[config.mk]
export PLATFORM = sky130hd
export DESIGN_NAME = interval_timer_three_channel_core
export DESIGN_NICKNAME = d
export VERILOG_FILES = /design/src/sv/pitc_pkg.sv /design/src/sv/interval_timer_three_channel_core.sv /design/src/sv/pitc_chan.sv
export SDC_FILE = /design/constraint.sdc
export NUM_CORES = 1
export LEC_CHECK = 0
export BUFFER_PORTS_ARGS = -buffer_cell sky130_fd_sc_hd__buf_2
export CAP_MARGIN = 20
export CORE_ASPECT_RATIO = 1.4
export CORE_MARGIN = 2
export CORE_UTILIZATION = 62
export DETAILED_ROUTE_END_ITERATION = 8
export PLACE_DENSITY = 0.8
export SYNTH_ARGS = -nofsm -noshare
export SYNTH_HDL_FRONTEND = slang
export SYNTH_SLANG_ARGS = --single-unit
[constraint.sdc]
create_clock -name clk -period 3.1 [get_ports clk]
set_input_delay 0.155 -clock clk [delete_from_list [all_inputs] [get_ports clk]]
set_output_delay 0.155 -clock clk [all_outputs]
set_load 0.03 [all_outputs]
[src/sv/pitc_pkg.sv]
// Shared types, codes and constants of the three-channel interval timer.
package pitc_pkg;

  localparam int MAX_CH       = 3;
  localparam int NUM_CHANNELS = 3;

  localparam logic       OP_ACCESS    = 1'b0;
  localparam logic       OP_TICK      = 1'b1;
  localparam logic [2:0] PORT_CNT0    = 3'd0;
  localparam logic [2:0] PORT_CNT1    = 3'd1;
  localparam logic [2:0] PORT_CNT2    = 3'd2;
  localparam logic [2:0] PORT_CTRL    = 3'd3;
  localparam logic [2:0] PORT_MISC    = 3'd4;
  localparam logic [1:0] SEL_READBACK = 2'd3;
  localparam logic [1:0] ACC_LATCH    = 2'b00;
  localparam logic [2:0] MODE_ONESHOT = 3'd0;
  localparam logic [2:0] MODE_SQUARE  = 3'd3;

  localparam logic [15:0] COUNT_MAX   = 16'hFFFF;
  localparam logic [7:0]  STATUS_BASE = 8'h30;
  localparam logic [7:0]  MISC_FIRED  = 8'h20;

  // Per-channel command for the item in the work stage.
  typedef struct packed {
    logic       tick;
    logic       wr_cnt;
    logic       rd_cnt;
    logic       latch;
    logic       set_status;
    logic       set_mode;
    logic [7:0] data;
  } chan_cmd_t;

  // Per-channel view back to the top level.
  typedef struct packed {
    logic [7:0]  rd_data;
    logic        fire;
    logic [2:0]  mode;
    logic        fired;
    logic [15:0] count;
    logic [15:0] reload;
  } chan_stat_t;

endpackage

[src/sv/interval_timer_three_channel_core.sv]
// Top level of the three-channel interval timer: input stage, decode, result register.
// An accepted item passes the input register, then the result register; the channel
// counters update on the same edge the result is loaded. Throughput: one item per cycle
// while out_tready takes results; the per-channel decrement and compare fit in one stage.
// Reset (rst_n low, synchronous): pipeline empties, every channel returns to count 65535,
// reload 65535, mode 0, unarmed, with read and write byte order back at the low byte.
module interval_timer_three_channel_core (
  input  logic        clk,
  input  logic        rst_n,
  input  logic        in_tvalid,
  output logic        in_tready,
  input  logic [15:0] in_tdata,   // [2:0] port, [3] is_write, [11:4] write_byte, [15:12] zero
  input  logic [0:0]  in_tuser,   // [0] operation
  output logic        out_tvalid,
  input  logic        out_tready,
  output logic [15:0] out_tdata   // [7:0] read_byte, [8] irq_pulse, [15:9] zero
);

  logic       v1_r;
  logic       op_r;
  logic [2:0] port_r;
  logic       wr_r;
  logic [7:0] byte_r;
  logic       out_valid_r;
  logic [7:0] rd_r, rd_nxt;
  logic       irq_r, irq_nxt;
  logic       adv, step, in_acc;
  logic       acc, ctrl_wr;
  logic [1:0] sel;
  logic [7:0] misc;

  pitc_pkg::chan_cmd_t  cmd  [pitc_pkg::MAX_CH];
  pitc_pkg::chan_stat_t stat [pitc_pkg::MAX_CH];

  assign adv       = !out_valid_r || out_tready;
  assign step      = v1_r && adv;
  assign in_tready = !v1_r || adv;
  assign in_acc    = in_tvalid && in_tready;

  always_ff @(posedge clk) begin
    if (!rst_n) begin
      v1_r        <= 1'b0;
      out_valid_r <= 1'b0;
    end else begin
      if (in_acc) begin
        v1_r <= 1'b1;
      end else if (adv) begin
        v1_r <= 1'b0;
      end
      if (step) begin
        out_valid_r <= 1'b1;
      end else if (out_tready) begin
        out_valid_r <= 1'b0;
      end
    end
  end

  always_ff @(posedge clk) begin
    if (in_acc) begin
      op_r   <= in_tuser[0];
      port_r <= in_tdata[2:0];
      wr_r   <= in_tdata[3];
      byte_r <= in_tdata[11:4];
    end
    if (step) begin
      rd_r  <= rd_nxt;
      irq_r <= irq_nxt;
    end
  end

  assign acc     = step && (op_r == pitc_pkg::OP_ACCESS);
  assign ctrl_wr = acc && (port_r == pitc_pkg::PORT_CTRL) && wr_r;
  assign sel     = byte_r[7:6];

  for (genvar ch = 0; ch < pitc_pkg::MAX_CH; ch++) begin : g_ch
    if (ch < pitc_pkg::NUM_CHANNELS) begin : g_on
      logic rb, mine;
      assign rb   = (sel == pitc_pkg::SEL_READBACK) && byte_r[ch+1];
      assign mine = (sel == 2'(ch));
      always_comb begin
        cmd[ch].tick       = step && (op_r == pitc_pkg::OP_TICK);
        cmd[ch].wr_cnt     = acc && (port_r == 3'(ch)) && wr_r;
        cmd[ch].rd_cnt     = acc && (port_r == 3'(ch)) && !wr_r;
        cmd[ch].latch      = ctrl_wr && ((rb && !byte_r[5]) ||
                             (mine && byte_r[5:4] == pitc_pkg::ACC_LATCH));
        cmd[ch].set_status = ctrl_wr && rb && !byte_r[4];
        cmd[ch].set_mode   = ctrl_wr && mine && (byte_r[5:4] != pitc_pkg::ACC_LATCH);
        cmd[ch].data       = byte_r;
      end
      pitc_chan u_chan (
        .clk  (clk),
        .rst_n(rst_n),
        .cmd  (cmd[ch]),
        .stat (stat[ch])
      );
    end else begin : g_off
      assign cmd[ch]  = '0;
      assign stat[ch] = '0;
    end
  end

  always_comb begin
    misc = 8'd0;
    if (pitc_pkg::NUM_CHANNELS > 2) begin
      if (stat[2].mode == pitc_pkg::MODE_ONESHOT) begin
        misc = stat[2].fired ? pitc_pkg::MISC_FIRED : 8'd0;
      end else if (stat[2].mode == pitc_pkg::MODE_SQUARE) begin
        misc = {7'd0, stat[2].count > {1'b0, stat[2].reload[15:1]}};
      end
    end
  end

  always_comb begin
    rd_nxt  = 8'd0;
    irq_nxt = 1'b0;
    if (op_r == pitc_pkg::OP_TICK) begin
      irq_nxt = stat[0].fire;
    end else if (!wr_r) begin
      unique case (port_r)
        pitc_pkg::PORT_CNT0: rd_nxt = stat[0].rd_data;
        pitc_pkg::PORT_CNT1: rd_nxt = stat[1].rd_data;
        pitc_pkg::PORT_CNT2: rd_nxt = stat[2].rd_data;
        pitc_pkg::PORT_MISC: rd_nxt = misc;
        default:             rd_nxt = 8'd0;
      endcase
    end
  end

  assign out_tvalid = out_valid_r;
  assign out_tdata  = {7'd0, irq_r, rd_r};

endmodule

[src/sv/pitc_chan.sv]
// One timer channel: counter, reload, mode, latch and byte sequencing.
module pitc_chan (
  input  logic                 clk,
  input  logic                 rst_n,
  input  pitc_pkg::chan_cmd_t  cmd,
  output pitc_pkg::chan_stat_t stat
);

  logic [15:0] reload_r, reload_nxt;
  logic [15:0] count_r, count_nxt;
  logic [2:0]  mode_r, mode_nxt;
  logic [7:0]  hold_r, hold_nxt;
  logic        exp_hi_r, exp_hi_nxt;
  logic        exp_lo_rd_r, exp_lo_rd_nxt;
  logic [15:0] latch_r, latch_nxt;
  logic        pend_r, pend_nxt;
  logic        fired_r, fired_nxt;
  logic        armed_r, armed_nxt;
  logic        fire;
  logic [7:0]  rd_data;
  logic [15:0] new_reload;

  always_comb begin
    reload_nxt    = reload_r;
    count_nxt     = count_r;
    mode_nxt      = mode_r;
    hold_nxt      = hold_r;
    exp_hi_nxt    = exp_hi_r;
    exp_lo_rd_nxt = exp_lo_rd_r;
    latch_nxt     = latch_r;
    pend_nxt      = pend_r;
    fired_nxt     = fired_r;
    armed_nxt     = armed_r;
    fire          = 1'b0;
    rd_data       = 8'd0;
    new_reload    = {cmd.data, hold_r};
    if (new_reload == 16'd0) begin
      new_reload = pitc_pkg::COUNT_MAX;
    end

    if (cmd.tick) begin
      if (count_r > 16'd1) begin
        count_nxt = count_r - 16'd1;
      end else begin
        // wrap to reload; fire only once loaded
        count_nxt = reload_r;
        if (armed_r) begin
          fire = 1'b1;
          if (mode_r == pitc_pkg::MODE_ONESHOT) begin
            fired_nxt = 1'b1;
            armed_nxt = 1'b0;
          end
        end
      end
    end

    if (cmd.wr_cnt) begin
      if (!exp_hi_r) begin
        hold_nxt   = cmd.data;
        exp_hi_nxt = 1'b1;
      end else begin
        reload_nxt = new_reload;
        count_nxt  = new_reload;
        hold_nxt   = 8'd0;
        exp_hi_nxt = 1'b0;
        fired_nxt  = 1'b0;
        armed_nxt  = 1'b1;
      end
    end

    if (cmd.rd_cnt) begin
      if (pend_r) begin
        pend_nxt = 1'b0;
        rd_data  = pitc_pkg::STATUS_BASE | {4'd0, mode_r, 1'b0};
      end else if (exp_lo_rd_r) begin
        rd_data       = latch_r[7:0];
        exp_lo_rd_nxt = 1'b0;
      end else begin
        rd_data       = latch_r[15:8];
        exp_lo_rd_nxt = 1'b1;
      end
    end

    if (cmd.latch) begin
      latch_nxt = count_r;
    end
    if (cmd.set_status) begin
      pend_nxt = 1'b1;
    end
    if (cmd.set_mode) begin
      mode_nxt = cmd.data[3:1];
    end
  end

  always_ff @(posedge clk) begin
    if (!rst_n) begin
      reload_r    <= pitc_pkg::COUNT_MAX;
      count_r     <= pitc_pkg::COUNT_MAX;
      mode_r      <= pitc_pkg::MODE_ONESHOT;
      hold_r      <= 8'd0;
      exp_hi_r    <= 1'b0;
      exp_lo_rd_r <= 1'b1;
      latch_r     <= 16'd0;
      pend_r      <= 1'b0;
      fired_r     <= 1'b0;
      armed_r     <= 1'b0;
    end else begin
      reload_r    <= reload_nxt;
      count_r     <= count_nxt;
      mode_r      <= mode_nxt;
      hold_r      <= hold_nxt;
      exp_hi_r    <= exp_hi_nxt;
      exp_lo_rd_r <= exp_lo_rd_nxt;
      latch_r     <= latch_nxt;
      pend_r      <= pend_nxt;
      fired_r     <= fired_nxt;
      armed_r     <= armed_nxt;
    end
  end

  always_comb begin
    stat.rd_data = rd_data;
    stat.fire    = fire;
    stat.mode    = mode_r;
    stat.fired   = fired_r;
    stat.count   = count_r;
    stat.reload  = reload_r;
  end

endmodule

# ---- Word level (Yosys, flattened, before mapping)
# Index checks and enable logic that the tools add are counted.
dict set report classes {
  n_addsub 3
  order_cmp 4
  n_eq_ne 8
  n_mux 66
  bitwise 5
  n_reduce_logical 71
}
# cell n
set ops {}
lappend ops {{two-way mux 16 bit} 15}
lappend ops {{two-way mux 8 bit} 12}
lappend ops {{> comparator 16 x 1 -> 1 bit (second input constant)} 3}
lappend ops {{zero test 16 bit} 3}
lappend ops {{subtractor 16 x 1 -> 16 bit (second input constant)} 3}
lappend ops {{logical AND 1 bit} 39}
lappend ops {{two-way mux 1 bit} 36}
lappend ops {{case mux 8 bit (4 select lines)} 1}
lappend ops {{> comparator 16 x 15 -> 1 bit} 1}
lappend ops {{two-way mux 6 bit} 2}
lappend ops {{AND reduction 2 bit} 6}
lappend ops {{nonzero test 2 bit} 6}
lappend ops {{equality test 3 x 2 -> 1 bit (second input constant)} 3}
lappend ops {{zero test 3 bit} 3}
lappend ops {{zero test 1 bit} 5}
lappend ops {{logical OR 1 bit} 5}
lappend ops {{NOT 1 bit} 5}
lappend ops {{equality test 2 bit (second input constant)} 2}
lappend ops {{zero test 2 bit} 2}
lappend ops {{equality test 3 x 1 -> 1 bit (second input constant)} 1}
lappend ops {{equality test 3 bit (second input constant)} 1}
lappend ops {{OR reduction 3 bit} 1}
lappend ops {{equality test 2 x 1 -> 1 bit (second input constant)} 1}
lappend ops {{OR reduction 2 bit} 1}
dict set report totals {
  register_bits 213
  inputBits 21
  output_inout_bits 18
  wordCells 192
}

# ---- Longest topological paths before layout
dict set report depth {
  ltp_word 9
  mapped_depth 8
  mapped_depth_nobuf 7
}

# ---- Hierarchy
# Synthesis repeated with hierarchy kept, for this count alone.
dict set report unflattened {
  cells_unflattened 1255
  area_unflattened_um2 11247.0
}
# mod n_inst cells_each area_per_inst_um2 seq_area_each_um2
set modules_own_cells {}
lappend modules_own_cells {{pitc_chan (g_ch[1].g_on.u_chan ...)} 2 367 3220.6 1281.2}
lappend modules_own_cells {{pitc_chan (g_ch[0].g_on.u_chan)} 1 345 3067.9 1281.2}
lappend modules_own_cells {interval_timer_three_channel_core 1 176 1737.9 700.7}

# ---- Worst setup path after synthesis
# OpenSTA, ideal clock, no wires.
dict set report synth_timing {
  kind {flip-flop to flip-flop}
  start {reg g_ch[2].g_on.u_chan.count_r[0]}
  end {reg g_ch[2].g_on.u_chan.count_r[3]}
  setup_time_ps 116
  t_arrival_ps 2178
  required_time_ps 2984
  slack_ps 806
  stages_incl_launch_ff 9
  path_buffers 1
  synth_period_minus_slack_ps 2294
  path_cell_list {dfxtp_1 inv_1 ha_1 clkbuf_1 nor2_1 nor4b_2 nand3_1 a2bb2oi_1 a31o_2}
}
dict set report synth_between {
  elab_chain_len 5
  word_cells_on_any_way 6
  cone_classes {add/sub: 1; order compare: 1; mux: 4}
}
# element line_no
set synth_rtl {}
lappend synth_rtl {{start, declared} pitc_chan.sv:10} ;# logic [15:0] count_r, count_nxt;
lappend synth_rtl {{start signal, assigned} pitc_chan.sv:98} ;# count_r <= pitc_pkg::COUNT_MAX;
lappend synth_rtl {{start signal, assigned} pitc_chan.sv:109} ;# count_r <= count_nxt;
lappend synth_rtl {{subtractor 16 x 1 -> 16 bit / > comparator 16 x 1 -> 1 bit (equally long branches)} {pitc_chan.sv:43, pitc_chan.sv:42}}
lappend synth_rtl {{two-way mux 16 bit *} pitc_chan.sv:42} ;# if (count_r > 16'd1) begin
lappend synth_rtl {{two-way mux 16 bit *} pitc_chan.sv:41} ;# if (cmd.tick) begin
lappend synth_rtl {{two-way mux 16 bit} pitc_chan.sv:58} ;# if (!exp_hi_r) begin
lappend synth_rtl {{two-way mux 16 bit *} pitc_chan.sv:57} ;# if (cmd.wr_cnt) begin
# Mark *: on every way between the ends. The rest lies on a longest branch, timed or not.
# A chain may end at the register's enable or synchronous reset.

# ---- Worst setup path after layout
dict set report layout_timing {
  start {reg port_r[1]}
  end {reg g_ch[0].g_on.u_chan.count_r[6]}
}
dict set report layout_between {
  elab_chain_len 4
}
# element line_no
set layout_rtl {}
lappend layout_rtl {{start, declared} interval_timer_three_channel_core.sv:21} ;# logic [2:0] port_r;
lappend layout_rtl {{start signal, assigned} interval_timer_three_channel_core.sv:61} ;# port_r <= in_tdata[2:0];
lappend layout_rtl {{zero test 3 bit} interval_timer_three_channel_core.sv:82} ;# cmd[ch].wr_cnt = acc && (port_r == 3'(ch)) && wr_r;
lappend layout_rtl {{logical AND 1 bit (2 in a row)} interval_timer_three_channel_core.sv:82}
lappend layout_rtl {{two-way mux 16 bit} pitc_chan.sv:57}
lappend layout_rtl {{end signal, assigned} pitc_chan.sv:98}
lappend layout_rtl {{end signal, assigned} pitc_chan.sv:109}
lappend layout_rtl {{end, declared} pitc_chan.sv:10}
# Every way passes these cells.

==> impl_metrics.ini <==
[floorplanning]
start_util = 0.625
core_area_um2 = 17200
row_count = 57
die_w_um = 115
die_area_um2 = 18400
die_height_um = 160
ios = 39

[timing]
tightest_slew_ns = 0.897
rsz0062_at_grt = no
final-max-slew-violation-count = 0
max_freq_mhz = 365
report.final.hold_viol_count = 0
setup_ws_ns = 0.360
skew_ns = 0.0147
slew_headroom = 0.401
min_period_ns = 2.74
setup_viol = 0
fin_crit_sh = 0.884
tns_ns = 0

[synth]
synthMuxAreaShare = 0.0826
synth_edf_count = 22
synth-seq-area-share = 0.417
ys_ff_latch = 213
synth_flop_cell = dfxtp_1
syn_area_um2 = 10700
synth_top_family_by_area = simple AND/OR/NAND/NOR gates
synth-warning-count = 0
syn_area_per_cell_um2 = 8.88
synth_area_leader_cell = dfxtp_1
synthAdderAreaFrac = 0.0254
synth-async-reset-ratio = 0
synthTopCellsByArea = dfxtp_1, mux2i_1, edfxtp_1
yosysTopAreaCellShare = 0.356
synth_compound_area_frac = 0.185
synth_simple_gate_area_frac = 0.232
synthCells = 1211
synth_cell_types = 82
post_synth_xor_area_fraction = 0.00489

[clocking]
htree_num_levels = 1
clk_latency_ns = 0.51
cts_buffers = 22
clockRootBuffer = clkbuf_16
clockBufferDepth = 3
clkTransAtPathRegs_ns = 0.07
cts_tree = yes
clock-sinks = 213

[final_layout]
fillCellCount = 1324
n_antenna_cell = 0
multi_input_area_um2 = 5750
area_delta_synth_final_pct = 12.5
seqCellArea_um2 = 4480
final_common_cell = dfxtp_1
finalNonFillerCells = 1477
final_cell_mix = dfxtp_1, nand2_1, mux2i_1
final_design_area_no_fill_um2 = 12100
nNetsFinal = 1267
drive_gt1_frac = 0.110

[setup_path]
start_kind = flip-flop
endpoint_kind = flip-flop
critPathKind = flip-flop to flip-flop
worst_ep_required_time_ns = 3.50
worstPathMaxFanout = 11
arrival_ns = 3.14

[flow_run]
maxCapViolations = 0

[status]
status = completed

[global_routing]
grt_pass1_vias = 9126
overflow = 0
grt_pass1_wl_um = 47500
grtUsageTotal = 0.321
grt_max_degree = 62
grt_antenna_before_repair = 0

[routing]
drc = 0
wirelength_um = 29900
antenna_left = 0
firstDrtPassIters = 5
routedWlPerCell_um = 20.2
drt_iter0_drc = 943
vias_per_cell = 6.48
num_vias = 9578

[power_and_ir_drop]
peakVddDrop_mv = 0.487
total_power_mw = 6.11
powerDensity_nw_per_um2 = 505
leakage_nw = 4.95

[min_path]
hold_path.class = input pin to flip-flop

[placement]
dpl_cell_area_um2 = 11100
gp_congestion = 0.977
io_buffers = 27
hpwl_um = 20200
preCtsSetupSlack_ns = 0.513
dpl.cell_count = 1423
[power by group]
part | leakage, nW | switching (mW) | internal [mW] | total, mW
Clock | 0.400 | 1.13 | 1.87 | 3.00
Combinational | 2.79 | 0.175 | 0.0948 | 0.270
Sequential | 1.76 | 0.0291 | 2.81 | 2.84
[critical path, stage by stage, from the launching register on]
cell and delay, ns:
edfxtp_1 0.52, buf_4 0.23, nor4b_1 0.57, buf_4 0.23, and4_1 0.32, nand3_1 0.40
o22a_1 0.35
[cells in the mapped netlist, drive strengths merged, types with 20 or more instances]
master / count
a211oi: 20
a21oi: 55
buf: 22
clkbuf: 80
dfxtp: 191
edfxtp: 22
ha: 21
inv: 30
mux2i: 82
nand2: 93
nand3: 29
nor2: 73
nor2b: 81
nor3: 33
nor4: 30
o211ai: 20
o21ai: 63
o22ai: 27
[flip-flops by register name, indices dropped and copies added (netlist names), 2 cells and up]
name	count
g_ch.g_on.u_chan.mode_r	9
port_r	3
g_ch.g_on.u_chan.exp_lo_rd_r	3
g_ch.g_on.u_chan.count_r	48
g_ch.g_on.u_chan.hold_r	24
g_ch.g_on.u_chan.exp_hi_r	3
rd_r	8
g_ch.g_on.u_chan.pend_r	3
g_ch.g_on.u_chan.armed_r	2
byte_r	8
g_ch.g_on.u_chan.latch_r	48
g_ch.g_on.u_chan.reload_r	48
[repair_timing]
action / CTS / global route
setup buffers: 0 / 0
resized for setup: 0 / 0
hold buffers: 14 / 0
hold endpoints to repair: 14 / 0
[cell type report]
type | instances | share of cell area
flip-flops and latches | 213 | 0.371
clock buffers | 30 | 0.0532
clock inverters | 10 | 0.0149
inverters | 30 | 0.00931
multi-input cells | 872 | 0.475
repair buffers | 86 | 0.0519
well taps | 236 | 0.0244
[final timing paths]
path / slack (ns) / endpoint / depth (start not counted) / startpoint
setup / recovery: 0.36 / g_ch[0].g_on.u_chan.count_r[6] / 6 / port_r[1]
hold / removal: 0.08 / g_ch[0].g_on.u_chan.reload_r[1] / 2 / rst_n
setup reg to reg: 0.36 / g_ch[0].g_on.u_chan.count_r[6] / 6 / port_r[1]
hold reg to reg: 0.45 / g_ch[1].g_on.u_chan.reload_r[6] / 1 / g_ch[1].g_on.u_chan.reload_r[6]
[metal layers]
metal,up-vias,track usage,share of wire,wire length (um)
met1,4534,0.378,0.37,11000
li1,4469,-,-,-
met4,0,0.175,0.057,1700
met5,-,0,0,0
met2,456,0.553,0.50,15000
met3,119,0.0448,0.072,2160
[cell families after synthesis]
family,Yosys count
flops,213
mux,88
fa+ha+maj,22
compound gates,297
buf+inv,132
simple gates,452
xor+xnor,6
other cells,1
[stage by stage]
step | utilization | hold slack [ns]
final | 0.704 | 0.0765
after global routing | 0.704 | 0.108
after CTS | 0.704 | 0.0761
after detailed placement | 0.647 | 0.333
after global placement | 0.647 | 0.331
after floorplan | - | 0.254
No activity file was read; power rests on OpenSTA's default activity.
